## src/rtl/assert_macros.svh

```systemverilog
// Assertion macros used by joint_space_servo_torque.sv.
`ifndef ASSERT_MACROS_SVH
`define ASSERT_MACROS_SVH
`ifndef NO_ASSERTIONS
`define ASSERT_IMPLIES(label, clk, rst_n, a, c) \
	label: assert property (@(posedge clk) disable iff (!rst_n) (a) |-> (c)) \
		else $error("assertion failed");
`define ASSERT_NEXT(label, clk, rst_n, a, c) \
	label: assert property (@(posedge clk) disable iff (!rst_n) (a) |=> (c)) \
		else $error("assertion failed");
`else
`define ASSERT_IMPLIES(label, clk, rst_n, a, c)
`define ASSERT_NEXT(label, clk, rst_n, a, c)
`endif
`endif

```

## src/rtl/jsst_ram.sv

```systemverilog
// ----------------------------------------------------------------------------
// jsst_ram
// Generic single-port-write, single-read RAM with registered read data.
// ----------------------------------------------------------------------------
module jsst_ram #(
	parameter int WIDTH = 32,
	parameter int DEPTH = 16
) (
	input  logic                     clk,
	input  logic                     we,
	input  logic [$clog2(DEPTH)-1:0] waddr,
	input  logic [WIDTH-1:0]         wdata,
	input  logic [$clog2(DEPTH)-1:0] raddr,
	output logic [WIDTH-1:0]         rdata
);
	logic [WIDTH-1:0] mem [DEPTH];

	always_ff @(posedge clk) begin
		if (we) mem[waddr] <= wdata;
		rdata <= mem[raddr];
	end
endmodule

```

## config.mk

```make
export PLATFORM = sky130hd
export DESIGN_NAME = jsst_ram
export DESIGN_NICKNAME = d
export VERILOG_FILES = /design/src/rtl/assert_macros.svh /design/src/rtl/jsst_ram.sv
export SDC_FILE = /design/constraint.sdc
export NUM_CORES = 1
export LEC_CHECK = 0
export BUFFER_PORTS_ARGS = -buffer_cell sky130_fd_sc_hd__buf_2
export CAP_MARGIN = 15
export CORE_MARGIN = 5
export CORE_UTILIZATION = 36
export CTS_CLUSTER_DIAMETER = 200
export DETAILED_ROUTE_END_ITERATION = 6
export GPL_TIMING_DRIVEN = 0
export PLACE_DENSITY = 0.58
export SLEW_MARGIN = 20
export SYNTH_ARGS = -nofsm -noshare
export SYNTH_HDL_FRONTEND = slang
export SYNTH_SLANG_ARGS = --single-unit
```

## constraint.sdc

```tcl
create_clock -name clk -period 3.95 [get_ports clk]
set_input_delay 0.1975 -clock clk [delete_from_list [all_inputs] [get_ports clk]]
set_output_delay 0.1975 -clock clk [all_outputs]
set_load 0.005 [all_outputs]
```

# Yosys cells after proc, flatten, opt, wreduce, memory -nomap -nowiden
# Memory sizes are Yosys's and may differ from the RTL's. A register that Yosys moved wholly into a read port is not among the register bits.
# Cells that the tools add are included.
# op_classes
eq_ne,0
n_bitwise,0
div,0
shift,0
n_reduce_logical,0
n_mul,0
addsub,0
n_mux,2
n_lt_le_gt_ge,0
# ops
cell,count
1-bit 2-to-1 mux,2
# totals
n_memories,1
regBits,0
ram_bits,512
word_cells,3
input_bits,42
out_inout_bits,32
rom_bits,0
latch_bits,0
# memory_table
memory,depth,word_bits,read_ports,rd_clocked_by_memory_dff,write_ports,line,rtl
mem,16,32,1,1,1,jsst_ram.sv:16,logic [WIDTH-1:0] mem [DEPTH];

# Longest topological paths before layout
# Gate-level depths: netlist (run 1).
# depth
depth_word,2
mapped_depth,5
ltp_nobuf,3

# Least setup slack after synthesis (run 1)
# OpenSTA, ideal clock, no wires.
# synth_timing
path_kind,in2reg
from,input waddr[2]
to,memory mem[0][0] (enable)
arrival_time_ns,2.916
setup_ns,0.461
stages,2
path_buffers,0
path_slack_ns,0.573
required_ns,3.489
cell_sequence,or3b_2 -> nor3_1
# synth_rtl
element,line,rtl
from (decl),jsst_ram.sv:11,"input logic [$clog2(DEPTH)-1:0] waddr,"
to (decl),jsst_ram.sv:16,
# No word-level cell before the write port.

# Worst setup path after layout (run 1)
# layout_timing
from,input waddr[2]
to,memory mem[8][4] (enable)
# No word-level cell before the write port.

==> flow_results.org, run 1 <==
** Outcome
- Status :: complete, no violations

** Logic synthesis
- By area the synthesized netlist is led by sky130_fd_sc_hd__edfxtp_1 77%, sky130_fd_sc_hd__mux4_2 15%, sky130_fd_sc_hd__dfxtp_1 3.2%, sky130_fd_sc_hd__a22oi_1 2.4%, sky130_fd_sc_hd__nand2_1 0.62%.
- Post-synth EDFFs :: between 500 and 600
- Post-synthesis cell type with the largest combined area :: sky130_fd_sc_hd__edfxtp_1
- Counting flops with an async set or reset pin after synthesis yields a share of 0.
- Net count of the mapped netlist :: between 800 and 900
- Yosys warning total :: 0
- Of the post-synthesis cell area, the dominant cell type holds 0.774.
- Mean instance size in the synthesized netlist :: between 20 and 25 um2
- The synthesized netlist contains 18 unique library cells.
- In this run, synthesis produced a sequential element count of about 540.
- Post-synthesis instance total :: between 800 and 900
- The synthesized netlist occupies a cell area of around 20000 um2.
- For this run, the leading register cell type out of synthesis is sky130_fd_sc_hd__edfxtp_1.
- Share of synthesized area occupied by flip-flops and latches :: 0.807

** Global routing
- Entering global routing, the biggest net connects 18 pins.
- Global-route wire length before repair :: between 60000 and 70000 um
- Grt ovf :: 0
- Across every metal layer, demand over resource in global routing totals 0.149.
- Vias in the first global route :: between 9000 and 10000
- The number of antenna violations at the first check in global routing is 0.

** Die
- The initial utilization of the core area, before any placement, comes to 0.362.
- Die Wd :: 245 um
- Core area :: ~55000 um2
- Die H :: around 240 um
- The floorplan has 86 rows.
- Total Die Area :: 59900 um2
- Top-level I/O count :: between 70 and 80

** STA
- Maximum operating frequency :: 598 MHz
- Final Max Tran Viols :: 0
- The hold violation count in the final report is 0.
- After layout, the worst setup slack is 2.28 ns.
- For the pin with the worst max-slew slack, the measured transition is 0.935 ns.
- Clock Skews :: 0.0155 ns
- Post-route clock period utilization :: 0.423
- Worst max-slew margin expressed relative to the limit :: 0.377
- The worst path in the final design needs a cycle of about 1.7 ns, including I/O delays and setup.
- Setup repair after global routing left no endpoint under its margin.
- Final Setup Violations :: 0

** Critical path
- The critical path is of the primary input to flop type.
- Cells along the critical path :: buf_2 -> nand3b_1 -> nor3_2 -> buf_6 -> buf_6 -> buf_4
- Critical path data arrival time :: roughly 2 ns
- STA classifies the critical path endpoint as a flop.
- Critical path peak fanout :: 7
- Crit path required time :: ~4.2 ns
- In this design, the stage delay of the slowest critical-path cell is around 0.62 ns.
- STA classifies the critical path startpoint as a primary input.
- In this design, the critical path's most frequently occurring cell is sky130_fd_sc_hd__buf_6.
- Standard cell with the maximum stage delay on the critical path :: sky130_fd_sc_hd__nor3_2

** Final layout
- Post-synthesis to final-layout area growth :: 20.0%
- Reg area :: around 16000 um2
- The library cell used most frequently in the layout, excluding fill and tap cells, is sky130_fd_sc_hd__edfxtp_1.
- For this run, the post-layout net count is roughly 1100.
- Non-filler cells in the finished layout :: 1784
- In the layout the commonest cells are 512 x sky130_fd_sc_hd__edfxtp_1, 128 x sky130_fd_sc_hd__mux4_2, 75 x sky130_fd_sc_hd__buf_2, 64 x sky130_fd_sc_hd__a22oi_1, 55 x sky130_fd_sc_hd__clkbuf_16.
- Proportion of layout cells with a drive suffix above 1 :: 0.327
- Area occupied by multi-input gates :: approximately 3700 um2
- The filler cells instantiated in the layout total between 4000 and 5000.

** Clock network
- The root buffer cell chosen for the clock tree is sky130_fd_sc_hd__clkbuf_16.
- In this run the number of H-tree levels came out at 2.
- CTS saw ~540 sinks.
- After clock tree synthesis, the repair step resized 0 gates.
- Total clock buffers created by CTS :: 55
- Clock latency on the worst-skew pair, taken at its later pin, is 0.59 ns.
- The clock passes through at most 3 buffers.
- TritonCTS clock tree :: done
- Clock slew at the register clock pins of the worst setup and hold paths :: approximately 0.060 ns

** Placement
- Placed cell count :: around 1600
- Post-placement setup slack :: ~1.7 ns
- Port buffering added between 70 and 80 buffers.
- Global placement routability congestion :: roughly 0.69
- Once detailed placement completed, the half-perimeter wirelength came to ~28000 um.

** Drt
- Count of TritonRoute iterations in the first routing pass :: 5
- Total wire length :: ~44000 um
- Dividing the detail-routed wire length by the instance count gives 24.7 um.
- For this block, the initial DRC count from the detailed router was 903.
- Ratio of routed vias to standard cells :: around 5.2
- For this run, design rule violations remaining after detail routing come to 0.
- The count of nets left with antenna violations once routing finished came out at 0.
- Across all layers, the routed design uses 9318 vias.

** Pwr
- Worst vdd rail ir drop :: 278 uV
- Dividing total power by cell area gives a power density of 508 nW/um2.
- The analysis attributes to cell leakage a power of 0.00768 uW.

** Run
- The tool flagged a number of max-cap violations equal to 0.

** Worst hold path
- In this run the worst hold path is classified as primary input to flop.
==> critical path, delay by kind of cell <==
family	cells	cell delay (ns)
AND/OR/NAND/NOR	2	1.03
buffers and inverters	4	0.70
==> metal layers <==
metal  track usage  share of wire  wire length, um
met3        0.0305          0.061             2700
met4        0.0340          0.018              783
met2         0.233           0.48            21000
met5             0              0                0
met1         0.218           0.45            19700
==> cell usage after synthesis, types with 2 or more instances <==
library cell                 n
sky130_fd_sc_hd__a22oi_1    64
sky130_fd_sc_hd__buf_1       9
sky130_fd_sc_hd__buf_2       4
sky130_fd_sc_hd__buf_4      11
sky130_fd_sc_hd__buf_6       2
sky130_fd_sc_hd__clkbuf_1   17
sky130_fd_sc_hd__dfxtp_1    32
sky130_fd_sc_hd__edfxtp_1  512
sky130_fd_sc_hd__mux4_2    128
sky130_fd_sc_hd__nand2_1    33
sky130_fd_sc_hd__nand2b_1    2
sky130_fd_sc_hd__nand3b_1    2
sky130_fd_sc_hd__nor2_1     13
sky130_fd_sc_hd__nor2b_1     2
sky130_fd_sc_hd__nor3_1      4
==> what timing repair did <==
action | CTS | global route
hold buffers | 32 | 0
buffers inserted | 0 | 0
endpoints found under the hold margin | 512 | 0
setup endpoints to repair | 0 | 0
==> worst paths after layout <==
kind | from | end | slack [ns] | depth (start not counted)
setup / recovery | waddr[2] | mem[8][4] | 2.28 | 6
hold / removal | waddr[1] | mem[4][30] | 0.10 | 2
setup reg to reg | mem[11][18] | rdata[18] | 2.47 | 3
hold reg to reg | mem[13][1] | rdata[1] | 0.66 | 3
==> area by class of cell <==
cell class	count	share of cell area
diodes	2	0.000210
plain buffers	43	0.00935
clock buffers	66	0.0608
clock inverters	36	0.0118
multi-input cells	251	0.156
flip-flops and latches	544	0.672
well taps	704	0.0370
repair buffers	138	0.0522
==> through the flow <==
step	power [uW]	hold slack, ns	setup TNS (ns)	area (um2)	util
2_1_floorplan	6920	0.296	0	19900	-
3_3_place_gp	7180	0.566	-288.60	21100	0.384
3_5_place_dp	7220	0.579	0	21800	0.397
4_1_cts	12200	0.0616	0	23800	0.434
5_1_grt	12500	0.0877	0	23800	0.434
6_report	12100	0.105	0	23800	0.434
==> registers in the layout, indices dropped and copies added (netlist names) <==
signal,count
mem,512
rdata,32
==> power breakdown <==
part | internal (uW) | leakage [uW] | switching, uW
combinational | 269 | 0.00193 | 355
sequential | 6450 | 0.00489 | 30.6
clock | 2870 | 0.000860 | 2130
==> cells by family (layout without fill, tap and decap cells) <==
logic type,after synthesis,in the layout,share of synthesized area
flip-flops,544,544,0.807
multiplexers,128,128,0.145
AO/OA/AOI/OAI,64,64,0.0242
AND/OR/NAND/NOR,59,59,0.0127
buffers and inverters,43,283,0.0112
other,0,2,0
(Power assumes the default switching activity.)
==> run 2, diff against run 1 <==
==> constraint.sdc (replaced) <==
create_clock -name clk -period 1.7 [get_ports clk]
set_input_delay 0.085 -clock clk [delete_from_list [all_inputs] [get_ports clk]]
set_output_delay 0.085 -clock clk [all_outputs]
set_load 0.005 [all_outputs]
==> flow_results.org, run 2 (synthesis gave the netlist of run 1 again) <==
** Clock network
- TritonCTS clock tree :: done
- Counting along the longest clock path gives a buffer depth of 3.
- After clock tree synthesis, the clock-pin slew on the worst setup and hold paths is about 0.060 ns.
- Number of gates resized after CTS :: 0
- Clock root buffer :: sky130_fd_sc_hd__clkbuf_16
- The clock drives approximately 540 sinks.
- CTS built an H-tree with a depth of 2.
- Number of buffers inserted by post-CTS setup repair :: 0
- # hold bufs at CTS :: 32
- Clk Latency, worst-skew pair :: around 0.60 ns
- TritonCTS created 55 clock buffers.

** Global routing
- Global-route wire length before repair :: 66500 um
- Entering global routing, the biggest net connects 18 pins.
- The number of antenna violations at the first check in global routing was 1.
- Total Routing Usage GR :: 0.149
- The number of global-route vias before repair was slightly above 10000.
- Summed over all layers, the global routing overflow is 0.

** Pwr
- Power per standard cell area :: about 1200 nW/um2
- IR analysis of the VDD net gives a maximum drop of about 800 uV.
- Overall power consumption after layout is estimated at around 29000 uW.
- The analysis attributes to cell leakage a power of a little under 0.008 uW.

** Critical path
- STA classifies the critical path endpoint as a flop.
- Critical path peak fanout :: 1
- The worst setup path is launched from a flop.
- Measured in cells, the most critical reg-to-reg path has a length of 3.
- STA puts the critical path data required time at 2.16 ns.
- The worst setup path is of the flop to flop kind.
- The startpoint identified for the worst register-to-register timing path is mem[10][17].
- Endpoint of the lowest-slack register-to-register path :: rdata[17]
- FF-to-FF setup slack :: about 0.28 ns
- Data on the critical path arrives at its endpoint at about 1.9 ns.

** Die
- For this configuration, the core starts out at a cell density of 0.362.
- The region available for standard cell placement spans between 50000 and 60000 um2.
- For this design the top-level I/O count stands at 74.
- Row count :: 86
- Die Wd :: roughly 240 um
- The floorplan step defined a die boundary enclosing between 50000 and 60000 um2.
- The die is between 200 and 250 um tall.

** Drt
- The final layout contains routed wiring with a total length of between 40000 and 50000 um.
- Using the TritonRoute via totals, the vias-per-cell ratio works out to 5.23.
- Starting DRC count in detailed routing :: approximately 760
- Routed len/inst :: roughly 25 um
- In the routed design, unresolved DRC markers number 0.
- In this run the remaining antenna-violating nets after routing total 0.
- Count of TritonRoute iterations in the first routing pass :: 5
- The final route contains approximately 9300 vias.

** STA
- Setup repair after global routing left no endpoint under its margin.
- Post-route clock period utilization :: 0.836
- Setup violations remaining at the end of the flow were counted as 0.
- Clock Skews :: about 0.024 ns
- Worst max-slew margin expressed relative to the limit :: 0.394
- At the pin with the least slew margin, the transition time is ~0.91 ns.
- Post-route minimum period :: 1.42 ns
- Post-route setup slack :: 0.279 ns
- Maximum operating frequency :: roughly 700 MHz
- Final Max Tran Viols :: 0
- The hold violation count in the final report came to 0.

** Run
- Max-cap violations in this run came to 0.

** Outcome
- Status :: complete, no violations

** Final layout
- Commonest non-fill, non-tap cells in the layout :: 512 x sky130_fd_sc_hd__edfxtp_1, 128 x sky130_fd_sc_hd__mux4_2, 75 x sky130_fd_sc_hd__buf_2, 64 x sky130_fd_sc_hd__a22oi_1, 56 x sky130_fd_sc_hd__clkbuf_16
- Fillcell total :: 4648
- Leaving out fill and tap cells, the most frequent cell in the layout is sky130_fd_sc_hd__edfxtp_1.
- Compared with the post-synthesis result, the final layout area differs by 21.6%.
- Flip-flop count of the largest register after layout :: about 510
- In the final layout, the registers with the most flip-flops are mem (512), rdata (32).
- More flip-flops sit in one register than any other, and that register is mem.
- Nets :: approximately 1100
- The number of antenna diodes in the final layout is 0.
- Proportion of layout cells with a drive suffix above 1 :: 0.324

** Placement
- Port buffer count :: between 70 and 80
- Post-DP HPWL :: ~28000 um
- Post-placement setup slack :: -0.348 ns
- Routability-driven placement finished with a final weighted congestion of between 0.6 and 0.7.

** Worst hold path
- In this run the most critical hold path is launched from waddr[1].
- Number of cells on the worst hold path :: 2
- Hold Crit Endpoint :: mem[8][31]
- Classification of the worst-slack hold path :: primary input to flop
## run 2: cell count changes in the layout (fill, tap and decap cells not counted), sizes merged
cell      change
clkinvlp      +2
clkbuf        +1
buf           -3
clkinv        -4
bufinv        +1
diode         -2
inv           +1
## run 2: routing by layer
layer  track usage  vias to the layer above  wire [um]
met5             0                        -         11
met4        0.0404                        2        862
met3        0.0233                       58       1910
met2         0.234                      225      21300
met1         0.219                     5059      20200
li1              -                     3969          -
## run 2: critical path: stages (launching register included)
cell and delay (ns):
sky130_fd_sc_hd__edfxtp_1 0.37, sky130_fd_sc_hd__mux4_2 0.48, sky130_fd_sc_hd__a22oi_1 0.29, sky130_fd_sc_hd__nand2_1 0.14
## run 2: report_power, final
group          internal [uW]  switching (uW)
registers              15000            72.7
logic                    641             839
clock network           7070            4990
total                  22700            5900
## run 2: area by class of cell
class                   instances  area (um2)  area share
well taps                     704         881      0.0365
repair buffers                135        1440      0.0595
plain buffers                  43         223     0.00923
flip-flops and latches        544       16000       0.664
clock buffers                  67        1510      0.0627
multi-input cells             251        3750       0.156
clock inverters                36         315      0.0131
## run 2: metrics by stage
| stage | hold slack, ns | utilization | instance area (um2) | instances | setup TNS (ns) |
|---|---|---|---|---|---|
| after floorplan | 0.184 | - | 19900 | 838 | -142.24 |
| after CTS | 0.0625 | 0.440 | 24100 | 1780 | 0 |
| after global placement | 0.454 | 0.385 | 21100 | 1613 | -954.34 |
| after global routing | 0.0812 | 0.440 | 24100 | 1780 | 0 |
| final | 0.109 | 0.440 | 24100 | 1780 | 0 |
| after detailed placement | 0.469 | 0.401 | 22000 | 1645 | -56.28 |
## run 2: worst max-delay path by stage
stage | from | end | slack, ns | depth (start not counted)
2_1_floorplan | waddr[2] | mem[10][0] | -0.41 | 2
3_3_place_gp | waddr[2] | mem[11][5] | -2.44 | 3
3_5_place_dp | raddr[1] | rdata[31] | -0.35 | 5
4_1_cts | raddr[1] | rdata[31] | 0.28 | 5
5_1_grt | raddr[1] | rdata[19] | 0.23 | 5
6_report | mem[10][17] | rdata[17] | 0.28 | 3
==> run 3, diff against run 2 <==
--- a/config.mk
+++ b/config.mk
@@ -12,7 +12,7 @@
 export CTS_CLUSTER_DIAMETER = 200
 export DETAILED_ROUTE_END_ITERATION = 6
 export GPL_TIMING_DRIVEN = 0
-export PLACE_DENSITY = 0.58
+export PLACE_DENSITY = 0.6
 export SLEW_MARGIN = 20
 export SYNTH_ARGS = -nofsm -noshare
 export SYNTH_HDL_FRONTEND = slang
==> constraint.sdc (replaced) <==
create_clock -name clk -period 1.21 [get_ports clk]
set_input_delay 0.0605 -clock clk [delete_from_list [all_inputs] [get_ports clk]]
set_output_delay 0.0605 -clock clk [all_outputs]
set_load 0.005 [all_outputs]
==> flow_results.org, run 3 (synthesis gave the netlist of run 1 again) <==
** Pwr
- The completed layout was analyzed and its total power is a little under 40000 uW.
- In this run the static leakage power is about 0.0078 uW.
- IR analysis of the VDD net gives a maximum drop of between 900 and 1000 uV.
- Power per standard cell area :: ~1600 nW/um2

** Final layout
- Flip-flop count of the largest register after layout :: 512
- The final layout contains 1084 nets.
- Non-filler cells in the finished layout :: between 1500 and 2000
- After filler insertion, the fill cell instance count of the layout stands at between 4000 and 5000.
- Post-synthesis to final-layout area growth :: 22.9%
- Most common library cell in the layout ignoring fill and taps :: sky130_fd_sc_hd__edfxtp_1
- Registers with the highest flip-flop counts :: mem (512), rdata (32)
- Commonest non-fill, non-tap cells in the layout :: 512 x sky130_fd_sc_hd__edfxtp_1, 128 x sky130_fd_sc_hd__mux4_2, 80 x sky130_fd_sc_hd__buf_2, 55 x sky130_fd_sc_hd__clkbuf_16, 43 x sky130_fd_sc_hd__a22oi_2
- Proportion of layout cells with a drive suffix above 1 :: 0.378
- At the end of the flow the core is filled with cells to 0.445.
- Ranked by flip-flop count, first place goes to mem.

** Clock network
- Clock-pin slew was measured on the worst setup and hold paths at about 0.060 ns.
- The number of clock buffers added by TritonCTS is between 50 and 60.
- The later pin in the worst-skew pair is clocked with a latency of slightly below 0.6 ns.
- TritonCTS built the clock tree.
- Clock tree synthesis selected as its root buffer the cell sky130_fd_sc_hd__clkbuf_16.
- No sink is reached through more buffers than the 3 on the longest clock path.
- Count of clock tree sinks :: about 540
- The H-tree generated during clock tree synthesis spans 2 levels.

** STA
- The smallest clock period supported by the final layout is computed as about 1.3 ns.
- For the final routed database, the setup TNS stands at -1.87 ns.
- Setup repair after global routing missed its margin :: true
- Post-route setup slack :: -0.134 ns
- Maximum operating frequency :: between 700 and 800 MHz
- On the final layout, the worst clock skew is roughly 0.016 ns.
- Setup violations remaining at the end of the flow were counted as 32.
- The max-slew violation count is 0.
- In this run the tightest slew margin relative to its limit is 0.331.
- In the finished design, the share of the clock period the worst path needs comes to 1.11.
- Minimum hold slack :: between 0.02 and 0.025 ns
- Tightest Pin Transition :: approximately 1.0 ns
- The hold violation count in the final report is 0.

** Drt
- Count of TritonRoute iterations in the first routing pass :: 5
- Total wire length :: roughly 44000 um
- Number of nets still failing antenna checks after routing :: 0
- Detailed-route via count :: roughly 9300
- Starting DRC count in detailed routing :: 726
- DRC errors left :: 0
- Ratio of routed vias to standard cells :: approximately 5.2
- Dividing the detail-routed wire length by the instance count gives between 20 and 25 um.

** Outcome
- Violations in the final reports :: negative setup slack
- The flow ran to the end, but the final reports show violations.

** Critical path
- Critical path startpoint :: mem[3][5]
- The worst register-to-register path ends at rdata[5].
- For the worst setup path, the data arrival time is 1.80 ns.
- Logic depth of the worst register-to-register path :: 3
- Crit path required time :: about 1.7 ns
- By startpoint and endpoint, the worst setup path is classified as flop to flop.
- Critical path peak fanout :: 1
- Type of origin of the critical path :: flop
- The setup check on the worst reg-to-reg path leaves a slack of -0.13 ns.
- Endpoint of the most critical setup path :: rdata[5]
- CP Capture Type :: flop
- In this run the critical register-to-register path is launched from mem[3][5].

** Placement
- The HPWL after detailed placement is ~27000 um.
- Routability-driven placement finished with a final weighted congestion of approximately 0.7.
- Placed cell count :: roughly 1600
- Port buffer count :: slightly above 70

** Run
- Maximum Capacitance Violations :: 0

** Die
- Row count :: between 80 and 90
- The die covers between 50000 and 60000 um2.
- The core region is ~55000 um2.
- Die Wd :: roughly 240 um
- The initial utilization of the core area, before any placement, comes to 0.362.
- 74 I/O pins were placed.
- Die H :: around 240 um

** Global routing
- Vias in the first global route :: roughly 10000
- The number of antenna violations at the first check in global routing was 2.
- Largest net degree at the start of global routing :: 19
- Grt ovf :: 0
- Global-route wire length before repair :: between 60000 and 70000 um
- Across every metal layer, demand over resource in global routing totals 0.146.

** Worst hold path
- Classification of the worst-slack hold path :: primary input to flop
run 3: area by class of cell:
| type | instances | area (um2) | share of cell area |
|---|---|---|---|
| sequential | 544 | 16000 | 0.656 |
| tap | 704 | 881 | 0.0361 |
| clock buffer | 79 | 1540 | 0.0630 |
| timing repair buffer | 148 | 1420 | 0.0584 |
| multi-input combinational | 251 | 4010 | 0.164 |
| antenna | 1 | 2.50 | 0.000103 |
| buffer | 43 | 348 | 0.0143 |
| clock inverter | 21 | 181 | 0.00743 |
run 3: through the flow:
stage	instance area [um2]	setup slack [ns]
3_3_place_gp	21400	-1.59
3_5_place_dp	21900	-0.990
5_1_grt	24400	-0.153
4_1_cts	24200	-0.133
6_report	24400	-0.134
2_1_floorplan	20100	-0.560
run 3: critical path, cell delays in order, from the launching register on:
cell                       delay, ns
sky130_fd_sc_hd__edfxtp_1       0.37
sky130_fd_sc_hd__mux4_2         0.48
sky130_fd_sc_hd__a22oi_2        0.22
sky130_fd_sc_hd__nand2_1        0.14
run 3: power breakdown:
| part | internal [uW] | switching, uW | total, uW | leakage, uW |
|---|---|---|---|---|
| Combinational | 996 | 1240 | 2230 | 0.00210 |
| Clock | 9410 | 6810 | 16200 | 0.000834 |
| Sequential | 21100 | 102 | 21200 | 0.00489 |
run 3: worst min path at each step:
stage | start | end | slack, ns | cells after the start
detailed placement | rdata[5] | rdata[5] | 0.44 | 1
global placement | wdata[2] | mem[14][2] | 0.43 | 1
finish | waddr[2] | mem[14][2] | 0.02 | 3
global route | waddr[2] | mem[14][1] | 0.02 | 3
CTS | waddr[2] | mem[14][4] | -0.0005 | 3
floorplan | wdata[0] | mem[0][0] | 0.16 | 0
run 3: layer usage:
| layer | routed length (um) | GRT usage | share of wire |
|---|---|---|---|
| met5 | 13 | 0 | 0.00030 |
| met1 | 18300 | 0.196 | 0.42 |
| met2 | 22000 | 0.245 | 0.50 |
| met4 | 1070 | 0.0424 | 0.024 |
| met3 | 2200 | 0.0296 | 0.050 |
run 3: repair_timing:
| item | 4_1_cts | 5_1_grt |
|---|---|---|
| hold endpoints to repair | 517 | 0 |
| pin swaps | 55 | 31 |
| gates resized for setup | 35 | 15 |
| setup endpoints to repair | 137 | 101 |
| hold buffers | 33 | 0 |
| setup buffers | 6 | 12 |
